<file path="config.mk">
export PLATFORM = sky130hd
export DESIGN_NAME = ipv4_header_check_unit
export DESIGN_NICKNAME = d
export VERILOG_FILES = /design/src/rtl/core/ihc_pkg.sv /design/src/rtl/core/ihc_hdr_state.sv /design/src/rtl/core/ipv4_header_check_unit.sv
export SDC_FILE = /design/constraint.sdc
export NUM_CORES = 1
export LEC_CHECK = 0
export ABC_AREA = 1
export BUFFER_PORTS_ARGS = -buffer_cell sky130_fd_sc_hd__buf_4
export CORE_MARGIN = 2
export CORE_UTILIZATION = 50
export CTS_CLUSTER_SIZE = 40
export DETAILED_ROUTE_END_ITERATION = 10
export PLACE_DENSITY = 0.69
export SYNTH_ARGS = -nofsm -noshare
export SYNTH_HDL_FRONTEND = slang
export SYNTH_SLANG_ARGS = --single-unit
</file>
<file path="constraint.sdc">
create_clock -name clk_i -period 6.32 [get_ports clk_i]
set_input_delay 0.948 -clock clk_i [delete_from_list [all_inputs] [get_ports clk_i]]
set_output_delay 0.948 -clock clk_i [all_outputs]
set_load 0.01 [all_outputs]
</file>
<file path="src/rtl/core/ihc_pkg.sv">
`default_nettype none

package ihc_pkg;

  // verdict codes, in priority order after accept
  typedef enum logic [2:0] {
    VERDICT_ACCEPT    = 3'd0,
    VERDICT_TTL_ZERO  = 3'd1,
    VERDICT_BAD_VER   = 3'd2,
    VERDICT_BAD_IHL   = 3'd3,
    VERDICT_WRONG_DST = 3'd4,
    VERDICT_BAD_CSUM  = 3'd5
  } verdict_e;

  // one header-state step as seen by the output stage
  typedef struct packed {
    logic     fire;
    verdict_e verdict;
  } step_t;

  localparam int unsigned WordW    = 16;
  localparam int unsigned AddrW    = 32;
  localparam int unsigned OutDataW = 8;

  localparam logic [AddrW-1:0] HostAddrReset = '0;

endpackage

`default_nettype wire

</file>
<file path="src/rtl/core/ihc_hdr_state.sv">
`default_nettype none

module ihc_hdr_state (
  input  wire logic                       clk_i,
  input  wire logic                       rst_ni,
  input  wire logic                       go_i,
  input  wire logic [ihc_pkg::WordW-1:0]  word_i,
  input  wire logic                       first_i,
  input  wire logic [ihc_pkg::AddrW-1:0]  host_i,
  output      ihc_pkg::step_t             step_o
);
  import ihc_pkg::*;

  localparam logic [4:0] PosVersion  = 5'd0;
  localparam logic [4:0] PosTtl      = 5'd4;
  localparam logic [4:0] PosDstHi    = 5'd8;
  localparam logic [4:0] PosDstLo    = 5'd9;
  localparam logic [4:0] MinEndPos   = 5'd9;
  localparam logic [4:0] MinHdrWords = 5'd10;
  localparam logic [3:0] Ipv4Ver     = 4'd4;
  localparam logic [3:0] MaxBadIhl   = 4'd4;

  logic [4:0]       pos_q, pos_d;
  logic [15:0]      sum_q, sum_d;
  logic [3:0]       ver_q, ver_d;
  logic [3:0]       ihl_q, ihl_d;
  logic [7:0]       ttl_q, ttl_d;
  logic [AddrW-1:0] dst_q, dst_d;
  logic             given_q, given_d;

  logic [4:0]  pos_c;
  logic [15:0] sum_c;
  logic [3:0]  ver_c, ihl_c;
  logic [7:0]  ttl_c;
  logic [AddrW-1:0] dst_c;
  logic [4:0]  hw2;
  logic [16:0] sum_wide;
  logic [4:0]  end_pos;
  logic        active, done;
  verdict_e    verdict;

  // header field capture, checksum fold and verdict for one word
  always_comb begin
    pos_c = first_i ? '0 : pos_q;
    sum_c = first_i ? '0 : sum_q;
    ver_c = first_i ? '0 : ver_q;
    ihl_c = first_i ? '0 : ihl_q;
    ttl_c = first_i ? '0 : ttl_q;
    dst_c = first_i ? '0 : dst_q;
    if (pos_c == PosVersion) begin
      ver_c = word_i[15:12];
      ihl_c = word_i[11:8];
    end
    hw2 = {ihl_c, 1'b0};
    sum_wide = {1'b0, sum_c} + {1'b0, word_i};
    if (pos_c < hw2) begin
      sum_c = sum_wide[15:0] + {15'd0, sum_wide[16]};
    end
    if (pos_c == PosTtl) ttl_c = word_i[15:8];
    if (pos_c == PosDstHi) dst_c[31:16] = word_i;
    if (pos_c == PosDstLo) dst_c[15:0] = word_i;
    end_pos = (hw2 > MinHdrWords) ? hw2 - 5'd1 : MinEndPos;
    done    = (pos_c == end_pos);
    active  = go_i && (first_i || !given_q);

    if (ttl_c == '0) verdict = VERDICT_TTL_ZERO;
    else if (ver_c != Ipv4Ver) verdict = VERDICT_BAD_VER;
    else if (ihl_c <= MaxBadIhl) verdict = VERDICT_BAD_IHL;
    else if (dst_c != host_i) verdict = VERDICT_WRONG_DST;
    else if (sum_c != 16'hffff) verdict = VERDICT_BAD_CSUM;
    else verdict = VERDICT_ACCEPT;

    pos_d   = pos_q;
    sum_d   = sum_q;
    ver_d   = ver_q;
    ihl_d   = ihl_q;
    ttl_d   = ttl_q;
    dst_d   = dst_q;
    given_d = given_q;
    if (active) begin
      sum_d = sum_c;
      ver_d = ver_c;
      ihl_d = ihl_c;
      ttl_d = ttl_c;
      dst_d = dst_c;
      if (done) begin
        pos_d   = pos_c;
        given_d = 1'b1;
      end else begin
        pos_d   = pos_c + 5'd1;
        given_d = 1'b0;
      end
    end
    step_o.fire    = active && done;
    step_o.verdict = verdict;
  end

  // header state registers
  always_ff @(posedge clk_i or negedge rst_ni) begin
    if (!rst_ni) begin
      pos_q   <= '0;
      sum_q   <= '0;
      ver_q   <= '0;
      ihl_q   <= '0;
      ttl_q   <= '0;
      dst_q   <= '0;
      given_q <= 1'b1;
    end else begin
      pos_q   <= pos_d;
      sum_q   <= sum_d;
      ver_q   <= ver_d;
      ihl_q   <= ihl_d;
      ttl_q   <= ttl_d;
      dst_q   <= dst_d;
      given_q <= given_d;
    end
  end

`ifndef NO_ASSERTIONS
  // a verdict closes the header
  a_fire_closes: assert property (@(posedge clk_i) disable iff (!rst_ni)
    step_o.fire |=> given_q)
    else $error("verdict did not close header");

  // an open header word advances the position by one
  a_pos_advance: assert property (@(posedge clk_i) disable iff (!rst_ni)
    go_i && !first_i && !given_q && !done |=> pos_q == $past(pos_q) + 5'd1)
    else $error("word position did not advance");

  // a word outside any packet leaves the state untouched
  a_idle_hold: assert property (@(posedge clk_i) disable iff (!rst_ni)
    go_i && !first_i && given_q |=> given_q && $stable(pos_q))
    else $error("stray word changed header state");
`endif

endmodule

`default_nettype wire

</file>
<file path="src/rtl/core/ipv4_header_check_unit.sv">
// channel   dir  handshake                     payload
// s_axis    in   s_axis_tvalid/s_axis_tready   tdata packet_word, tuser first_word
// m_axis    out  m_axis_tvalid/m_axis_tready   tdata verdict
// cfg       in   cfg_valid_i/cfg_ready_o       cfg_data_i host_address
//
// one packet word per cycle while m_axis is not stalled; each word waits in the input register,
// then the header update and verdict form in one pass into the result register
// a verdict is valid once the word ending the header has left the input register
// reset clears all header state and leaves the block waiting for a first word
// a stall on m_axis holds the result and the input register; the input side
// keeps taking words until both registers are full
`default_nettype none

module ipv4_header_check_unit (
  input  wire logic                          clk_i,
  input  wire logic                          rst_ni,
  input  wire logic                          s_axis_tvalid,
  output      logic                          s_axis_tready,
  input  wire logic [ihc_pkg::WordW-1:0]     s_axis_tdata,  // [15:0] packet_word
  input  wire logic                          s_axis_tuser,  // [0] first_word
  output      logic                          m_axis_tvalid,
  input  wire logic                          m_axis_tready,
  output      logic [ihc_pkg::OutDataW-1:0]  m_axis_tdata,  // [2:0] verdict, rest zero
  input  wire logic                          cfg_valid_i,
  output      logic                          cfg_ready_o,
  input  wire logic [ihc_pkg::AddrW-1:0]     cfg_data_i
);
  import ihc_pkg::*;

  logic             in_valid_q, in_valid_d;
  logic [WordW-1:0] in_word_q;
  logic             in_first_q;
  logic             out_valid_q, out_valid_d;
  verdict_e         out_verdict_q;
  logic [AddrW-1:0] host_q;
  logic             advance, go;
  step_t            step;

  // pipeline moves when the result register is free or being drained
  assign advance       = !out_valid_q || m_axis_tready;
  assign go            = in_valid_q && advance;
  assign s_axis_tready = !in_valid_q || advance;
  assign cfg_ready_o   = 1'b1;

  ihc_hdr_state u_hdr_state (
    .clk_i   (clk_i),
    .rst_ni  (rst_ni),
    .go_i    (go),
    .word_i  (in_word_q),
    .first_i (in_first_q),
    .host_i  (host_q),
    .step_o  (step)
  );

  // input and result stage control
  always_comb begin
    in_valid_d = in_valid_q;
    if (s_axis_tready) in_valid_d = s_axis_tvalid;
    out_valid_d = out_valid_q;
    if (advance) out_valid_d = go && step.fire;
  end

  always_ff @(posedge clk_i or negedge rst_ni) begin
    if (!rst_ni) begin
      in_valid_q  <= 1'b0;
      out_valid_q <= 1'b0;
      host_q      <= HostAddrReset;
    end else begin
      in_valid_q  <= in_valid_d;
      out_valid_q <= out_valid_d;
      if (cfg_valid_i) host_q <= cfg_data_i;
    end
  end

  // payload registers
  always_ff @(posedge clk_i) begin
    if (s_axis_tready && s_axis_tvalid) begin
      in_word_q  <= s_axis_tdata;
      in_first_q <= s_axis_tuser;
    end
    if (advance && go && step.fire) out_verdict_q <= step.verdict;
  end

  assign m_axis_tvalid = out_valid_q;
  assign m_axis_tdata  = {{(OutDataW - 3){1'b0}}, out_verdict_q};

`ifndef NO_ASSERTIONS
  // a result only comes from a word held in the input register
  a_out_from_in: assert property (@(posedge clk_i) disable iff (!rst_ni)
    $rose(out_valid_q) |-> $past(in_valid_q))
    else $error("result without input transaction");

  // input side stalls only when both registers are full
  a_stall_full: assert property (@(posedge clk_i) disable iff (!rst_ni)
    !s_axis_tready |-> in_valid_q && out_valid_q && !m_axis_tready)
    else $error("input stalled with room available");

  // host address follows the configuration transaction
  a_cfg_write: assert property (@(posedge clk_i) disable iff (!rst_ni)
    cfg_valid_i |=> host_q == $past(cfg_data_i))
    else $error("host address not written");
`endif

endmodule

`default_nettype wire
</file>
# Yosys cells after proc, flatten, opt, wreduce, memory -nomap -nowiden
# Cells that the tools add are included.
# totals
reg_bits	124
out_inout_bits	11
# op_classes
n_addsub	4
order_cmp	3
eq_ne	7
n_mux	19
n_reduce_logical	16
# ops
cell	count
$mux 16	4
$mux 32	1
$ne 32x32->1	1
$add 16x16->17	1
$add 16x1->16	1
$mux 4	4
$mux 8	2
$ne 16x16->1 const B	1
$mux 5	3
$eq 5x4->1 const B	2
$logic_not 8->1	1
$logic_and 1x1->1	7
$mux 3	2
$add 5x1->5 const B	1
$eq 5x3->1 const B	1
$eq 5x5->1	1
$gt 5x4->1 const B	1
$logic_not 5->1	1
$lt 5x5->1	1
$sub 5x1->5 const B	1
$le 4x3->1 const B	1
$mux 2	2
$ne 4x3->1 const B	1
$logic_not 1->1	3
other kinds (3)	5

# Logic depth before layout (Yosys ltp)
# Gate-level depths: netlist (run 1).
# depth
depth_word	10
depth_mapped	40

# Modules after synthesis
# A second synthesis (run 1) with hierarchy kept.
# hier_totals
hier_cells	1073
hier_area_um2	8023.9
# modules_own_cells
mod	n_inst	cells_each	area_per_inst_um2	seq_area_each_um2
ihc_hdr_state	1	895	5855.6	1752.9
ipv4_header_check_unit	1	178	2168.3	1451.4

# Worst setup path after synthesis (run 1)
# OpenSTA, ideal clock, no wires.
# synth_path
kind	reg2reg
from	reg in_first_q
to	reg out_verdict_q[0] (data pin)
arrival_time_ns	4.148
required_time_ns	6.067
path_slack_ns	1.920
path_stages_with_launch	41
path_buffers	2
synth_period_minus_slack_ns	4.400
cell_sequence	edfxtp_1 -> buf_6 -> clkbuf_1 -> nor2_1 -> ha_1 -> inv_1 -> fa_1 -> inv_1 -> nand2_1 -> nand2_1 -> nand2_1 -> nand2_2 -> nand2_1 -> nand2_1 -> nand3_1 -> nand2_1 -> nand2_1 -> nand2_1 -> [5 not listed] -> nor2_1 -> nand3_1 -> nor2_2 -> nand2_1 -> nor2_4 -> nand2_1 -> nor2_1 -> nand3_1 -> nand2_1 -> nand2_1 -> a21oi_2 -> nand2_1 -> nor2_2 -> nand2_1 -> nand2_1 -> nand2_1 -> nand2_1 -> nand2_1
# synth_via
elab_chain_len	10
word_cells_on_any_way	28
cone_classes	add/sub: 2; order compare: 2; eq/ne: 6; mux: 16; reduce/logical: 2
# synth_lines
item	line	rtl
start, declared	ipv4_header_check_unit.sv:32	logic in_first_q;
start signal, assigned	ipv4_header_check_unit.sv:79	in_first_q <= s_axis_tuser;
branches (longest 10 deep; another with $add 16x16->17)	--	
end signal, assigned	ipv4_header_check_unit.sv:81	if (advance && go && step.fire) out_verdict_q <= step.verdict;
end, declared	ipv4_header_check_unit.sv:34	verdict_e out_verdict_q;
# Several ways; the timed one is not identified.
# A chain may end at the register's enable or synchronous reset.

# Worst setup path in the final report (run 1)
# Ends and elaborated chain as after synthesis.

==> results.yml, run 1 <==
worst_setup_path:
  critical_path.startpoint_type: "flip-flop"
  slowest_delay_ns: 0.75
  arrival_ns: 5.40
  critical_path.most_common_cell: "nand2_1"
  cp.required_ns: 6.50
  crit_type: "reg2reg"
  worstPathMaxFanout: 70
  end_kind: "flip-flop"
  timing.critical_path.slowest_stage_cell: "edfxtp_1"
synth:
  post-synth-top-count-cell: "nand2_1"
  post_synth_num_cell_types: 45
  post-synth-top-area-fraction: 0.321
  synth.top_cells.by_count: "nand2_1 (326), inv_1 (118), o21ai_0 (104)"
  ys_ff_latch: 124
  postSynth.asyncResetShare: 0.839
  synth_largest_area_cell: "dfrtp_1"
  synth_enable_flop_cells: 20
  yosys_warnings: 0
  syn_inst: 1075
  post_synthesis_instance_area_um2: 8040
  syn_avg_cell_area_um2: 7.48
  post_synth_main_area_contributors: "dfrtp_1 (32%), nand2_1 (15%), edfxtp_1 (7.5%), o21ai_0 (6.5%), nand3_1 (6.4%)"
  post_synth_top_flop: "dfrtp_1"
  yosysSeqAreaShare: 0.399
floorplanning:
  ios: 65
  die_height_um: 131
  num_rows: 46
  fp.dieArea_um2: 17100
  die_width_um: 131
  start_util: 0.508
  core-area_um2: 15800
clocking:
  cts_sinks: 124
  htree_num_levels: 4
  cts_inserted_buffers: 17
  ctsResizeCount: 0
  clk_pin_slew_worst_paths_ns: 0.06
  worstSkewPairLatency_ns: 0.43
  cts.repair_timing.setup_buffer_count: 0
  ctsRootBufferMaster: "clkbuf_16"
  postCtsHoldBufs: 0
  clockBufferDepth: 2
  cts_tree: "yes"
routing:
  routed_wirelength_um: 19700
  drt-initial-drc-count: 628
  routed_vias: 7040
  drcViolationCount: 0
  first_pass_iters: 7
  detail_route.wl_per_cell_um: 14.7
  via_per_inst: 5.24
  detail-route-antenna-nets: 0
run_status:
  run_status: "completed"
finish:
  flow.area_growth_from_synthesis_pct: 13.1
  final_layout_size_suffix_gt1_frac: 0.168
  sequential_cell_area_um2: 3200
  antenna_diode_count: 0
  count_of_nets_after_finishing: 1189
  multi_input_comb_area_um2: 4140
  postLayoutCellArea_um2: 9090
  filler_cell_count: 1440
sta:
  number_of_endpoints_failing_setup_at_the_final_stage: 0
  worst-slew-pin-transition_ns: 0.973
  setup_total_negative_slack_ns: 0
  timing.clock.skew_ns: 0.0161
  final-max-slew-violation-count: 0
  finalCritPeriodShare: 0.826
  fin_hold_ws_ns: 0.477
  timing.final.hold_violations: 0
  grt_setup_unrepaired: "false"
  fmaxAchievable_ghz: 0.191
  max-slew-margin-rel: 0.349
  post-route-min-period_ns: 5.22
global_route:
  overflow: 0
  grtUsageTotal: 0.244
  first_global_vias: 6430
  grt_antenna_before_repair: 0
  grt_max_degree: 71
  grt_pass1_wl_um: 32100
pwr:
  total_power_mw: 2.99
  p_per_area_nw_per_um2: 328
  irDropWorstVdd_mv: 0.226
  cellLeakagePower_nw: 4.56
place:
  place.detailed.hpwl_um: 14300
  port_buffers: 58
  gp_congestion: 0.910
  placed_standard_cell_area_um2: 8550
min_path:
  timing.hold.worst.class: "reg2reg"
job:
  cap_violations: 0
==> metal layers <==
metal | GRT usage | routed length [µm]
met2 | 0.370 | 8810
met1 | 0.354 | 9540
met3 | 0.0493 | 979
met4 | 0.0782 | 378
met5 | 0 | 0
==> report_power, final <==
group          total (mW)  internal (mW)  switching, mW  leakage [nW]
sequential           1.01          0.931         0.0780          1.53
clock               0.896          0.508          0.388         0.265
combinational        1.08          0.352          0.729          2.76
==> worst paths after layout <==
kind                                       from                    to  slack (ns)  cells after the start
max                                  in_first_q      out_verdict_q[0]        1.10                     34
min                        u_hdr_state.ttl_q[4]  u_hdr_state.ttl_q[4]        0.48                      2
max reg2reg                          in_first_q      out_verdict_q[0]        1.10                     34
min reg2reg                u_hdr_state.ttl_q[4]  u_hdr_state.ttl_q[4]        0.48                      2
max in group asynchronous                rst_ni  u_hdr_state.pos_q[4]        4.62                      2
min in group asynchronous                rst_ni             host_q[8]        0.54                      1
==> final cells by class <==
type	instances	area share
Timing Repair Buffer	61	0.0504
Multi-Input combinational cell	785	0.456
Clock buffer	18	0.0472
Clock inverter	14	0.0127
Inverter	125	0.0519
Sequential cell	124	0.353
Tap cell	216	0.0297
==> state kept, by name, summed over array words and instances (netlist names) <==
name                 cells
host_q                  32
u_hdr_state.dst_q       32
in_word_q               16
u_hdr_state.sum_q       16
u_hdr_state.ttl_q        8
u_hdr_state.pos_q        5
u_hdr_state.ihl_q        4
u_hdr_state.ver_q        4
out_verdict_q            3
in_first_q               1
in_valid_q               1
m_axis_tvalid            1
u_hdr_state.given_q      1
==> metrics by stage <==
stage	utilization	std cells	worst slack [ns]
2_1_floorplan	-	1079	1.92
3_3_place_gp	0.540	1311	1.39
3_5_place_dp	0.540	1311	1.17
4_1_cts	0.574	1343	1.16
5_1_grt	0.574	1343	0.558
6_report	0.574	1343	1.10
==> cells in the final DEF (no fill, tap or decap), drive strengths merged, types with 2 or more instances in the layout <==
| cell | Yosys | layout |
|---|---|---|
| buf | 20 | 61 |
| dfrtp | 103 | 103 |
| clkbuf | 25 | 18 |
| nor3 | 3 | 3 |
| clkinvlp | 0 | 2 |
| ha | 20 | 20 |
| nor2 | 68 | 68 |
| nand3b | 3 | 3 |
| inv | 125 | 129 |
| nand4 | 14 | 14 |
| o21ai | 118 | 118 |
| nor4 | 5 | 5 |
| o22ai | 4 | 4 |
| mux2 | 10 | 10 |
| edfxtp | 20 | 20 |
| clkinv | 0 | 8 |
| a21oi | 12 | 12 |
| nand2 | 362 | 362 |
| xor2 | 26 | 26 |
| conb | 2 | 6 |
| o21bai | 3 | 3 |
| nand3 | 119 | 119 |
| a221oi | 2 | 2 |
| xnor2 | 5 | 5 |
==> cells by family (layout without fill, tap and decap cells) <==
logic type,count (synthesis),after routing,share of synthesized area
compound gates,141,141,0.0945
other cells,2,6,0.000934
flops,124,124,0.399
fa+ha+maj,21,21,0.0336
simple gates,576,576,0.336
buf+inv,170,218,0.0887
xor+xnor,31,31,0.0338
mux,10,10,0.0140
==> critical path: cells and delay by family, from the launching register on <==
kind | cells | cell delay (ns)
flops | 1 | 0.75
fa+ha+maj | 2 | 0.40
buf+inv | 2 | 0.79
simple gates | 27 | 2.50
compound gates | 3 | 0.43
No activity file was read; power rests on OpenSTA's default activity.
==> run 2: changes to the inputs <==
--- a/config.mk
+++ b/config.mk
@@ -5,13 +5,13 @@
 export SDC_FILE = /design/constraint.sdc
 export NUM_CORES = 1
 export LEC_CHECK = 0
-export ABC_AREA = 1
+export ABC_AREA = 0
 export BUFFER_PORTS_ARGS = -buffer_cell sky130_fd_sc_hd__buf_4
 export CORE_MARGIN = 2
 export CORE_UTILIZATION = 50
 export CTS_CLUSTER_SIZE = 40
 export DETAILED_ROUTE_END_ITERATION = 10
-export PLACE_DENSITY = 0.69
+export PLACE_DENSITY = 0.7
 export SYNTH_ARGS = -nofsm -noshare
 export SYNTH_HDL_FRONTEND = slang
 export SYNTH_SLANG_ARGS = --single-unit
==> constraint.sdc (replaced) <==
create_clock -name clk_i -period 4.9 [get_ports clk_i]
set_input_delay 0.735 -clock clk_i [delete_from_list [all_inputs] [get_ports clk_i]]
set_output_delay 0.735 -clock clk_i [all_outputs]
set_load 0.01 [all_outputs]
==> run 2 against run 1 <==
  * Sequential power up 43%
  * Flip-flop and latch count is the same
  * Worst hold slack lost 0.096 ns
  * Non-clock buffer count increased by 68
  * Clock skew decreased by 0.0075 ns
  * Worst setup slack got worse by 1.2 ns
  * Count of clock-buffer cells in the layout fell by 1
  * The run now ends with negative setup slack left
  * Highest routed layer unchanged
==> results.yml, run 2 <==
run_status:
  run_status: "complete, but fails checks"
  failed_checks: "negative setup slack"
worst_setup_path:
  end_kind: "flip-flop"
  r2r-start: "in_first_q"
  worstPathMaxFanout: 3
  critical_path.startpoint_type: "flip-flop"
  cp.required_ns: 5.06
  reg2reg_depth: 25
  arrival_ns: 5.13
  slowest_delay_ns: 0.38
  rr_endpoint: "out_verdict_q[2]"
  timing.critical_path.slowest_stage_cell: "edfxtp_1"
  reg2reg_slack_ns: -0.08
  crit_type: "reg2reg"
global_route:
  first_global_vias: 6487
  grt_max_degree: 62
  grt-busiest-layer: "met2"
  groute.layer.met3.usage: 0.0419
  use_met2: 0.419
  grtUsageTotal: 0.262
  grt_antenna_before_repair: 0
  grtUsageMet1: 0.353
  overflow: 0
  grt_pass1_wl_um: 33200
synth:
  post-synth-top-count-cell: "dfrtp_1"
  synth_enable_flop_cells: 20
  synth_largest_area_cell: "dfrtp_1"
  post-synth-top-area-fraction: 0.339
  postSynth.asyncResetShare: 0.839
  syn_inst: 759
  syn_avg_cell_area_um2: 10.0
  post_synth_main_area_contributors: "dfrtp_1 (34%), edfxtp_1 (7.9%), a22o_1 (6.0%), xnor2_1 (5.9%), mux2_2 (4.9%)"
  ys_ff_latch: 124
  post_synthesis_instance_area_um2: 7610
  synth.top_cells.by_count: "dfrtp_1 (103), a22o_1 (52), a21oi_1 (51), xnor2_1 (51), nand2_1 (46)"
  yosys_warnings: 0
  post_synth_num_cell_types: 84
  post_synth_top_flop: "dfrtp_1"
  yosysSeqAreaShare: 0.421
finish:
  final_layout_size_suffix_gt1_frac: 0.276
  largestRegisters: "host_q x32, u_hdr_state.dst_q x32"
  layout_commonest_cell: "buf_4"
  antenna_diode_count: 0
  count_of_nets_after_finishing: 928
  finish.utilization: 0.623
  postLayoutCellArea_um2: 9360
  highest_count_cells_in_the_layout_ignoring_fill_and_taps: "buf_4 (128), dfrtp_1 (103), a22o_1 (52), a21oi_1 (51), xnor2_1 (50)"
  flow.area_growth_from_synthesis_pct: 23.1
place:
  placed_standard_cell_area_um2: 8560
  place.detailed.hpwl_um: 14600
  gp_congestion: 0.885
  pre_cts_slack_ns: -0.442
  port_buffers: 58
sta:
  timing.clock.skew_ns: 0.00865
  timing.final.hold_violations: 0
  setup_total_negative_slack_ns: -0.107
  post-route-min-period_ns: 4.98
  worst-slew-pin-transition_ns: 1.24
  number_of_endpoints_failing_setup_at_the_final_stage: 2
  max-slew-margin-rel: 0.165
  grt_setup_unrepaired: "true"
  final-max-slew-violation-count: 0
  finalCritPeriodShare: 1.02
  fmaxAchievable_ghz: 0.201
  final_critical_path_setup_slack_ns: -0.0783
pwr:
  p_per_area_nw_per_um2: 490
  total_power_mw: 4.59
  irDropWorstVdd_mv: 0.255
  cellLeakagePower_nw: 3.94
floorplanning:
  fp.dieArea_um2: 16200
  die_height_um: 127
  start_util: 0.506
  ios: 65
  num_rows: 45
  die_width_um: 127
  core-area_um2: 15000
job:
  cap_violations: 0
routing:
  routed_wirelength_um: 20500
  routed_vias: 6470
  drcViolationCount: 0
  drt-initial-drc-count: 509
  first_pass_iters: 5
  detail_route.wl_per_cell_um: 19.5
  via_per_inst: 6.14
  detail-route-antenna-nets: 0
clocking:
  clockBufferDepth: 2
  cts_inserted_buffers: 17
  worstSkewPairLatency_ns: 0.43
  ctsRootBufferMaster: "clkbuf_16"
  cts_tree: "yes"
  htree_num_levels: 4
  postCtsHoldBufs: 0
  cts_sinks: 124
  clk_pin_slew_worst_paths_ns: 0.06
min_path:
  timing.hold.worst.class: "in2async"
[run 2: logic make-up (layout without fill, tap and decap cells)]
family / count (synthesis) / count (layout) / share of synthesized area
XOR/XNOR: 58 / 58 / 0.0668
other: 2 / 6 / 0.000987
flip-flops: 124 / 124 / 0.421
adder cells (fa/ha/maj): 24 / 24 / 0.0396
buffers and inverters: 80 / 183 / 0.0457
AND/OR/NAND/NOR: 213 / 213 / 0.162
multiplexers: 40 / 40 / 0.0581
AO/OA/AOI/OAI: 218 / 218 / 0.206
[run 2: worst max-delay path by stage]
| stage | startpoint | to | slack [ns] | depth (start not counted) |
|---|---|---|---|---|
| finish | in_first_q | out_verdict_q[2] | -0.08 | 25 |
| global route | in_first_q | out_verdict_q[2] | -0.36 | 25 |
| CTS | in_first_q | out_verdict_q[2] | -0.10 | 24 |
| global placement | in_first_q | out_verdict_q[2] | -0.28 | 23 |
| floorplan | in_first_q | out_verdict_q[2] | -0.65 | 28 |
| detailed placement | in_first_q | out_verdict_q[2] | -0.44 | 23 |
[run 2: critical path, delay by kind of cell (launching register included)]
family,cells,cell delay (ns)
buf+inv,3,0.34
fa+ha+maj,4,0.90
flops,1,0.38
compound gates,12,1.98
simple gates,6,1.10
[run 2: what timing repair did]
item / 4_1_cts / 5_1_grt
setup buffers: 5 / 3
resized for setup: 7 / 18
endpoints found under the hold margin: 0 / 0
pin swaps: 6 / 1
endpoints found under the setup margin: 2 / 3
[run 2: layer usage]
metal,vias up,part of all wire
li1,2984,-
met1,3199,0.44
met2,238,0.47
met3,49,0.053
met4,0,0.030
met5,-,0
[run 2: final cells by class]
class | count | area (µm²)
fill | 1183 | 5670
multi-input combinational | 559 | 4270
sequential | 124 | 3200
timing repair buffer | 129 | 981
clock buffer | 17 | 425
tap | 188 | 235
clock inverter | 15 | 164
inverter | 22 | 82.6
[run 2: stage by stage]
stage	hold WS [ns]	instances
2_1_floorplan	0.431	763
3_3_place_gp	0.456	1014
3_5_place_dp	0.462	1014
4_1_cts	0.416	1051
5_1_grt	0.449	1054
6_report	0.380	1054
[run 2: report_power, final]
group	switching (mW)	total [mW]	internal [mW]
combinational	1.05	1.89	0.847
sequential	0.185	1.44	1.25
clock	0.504	1.26	0.755
total	1.74	4.59	2.85
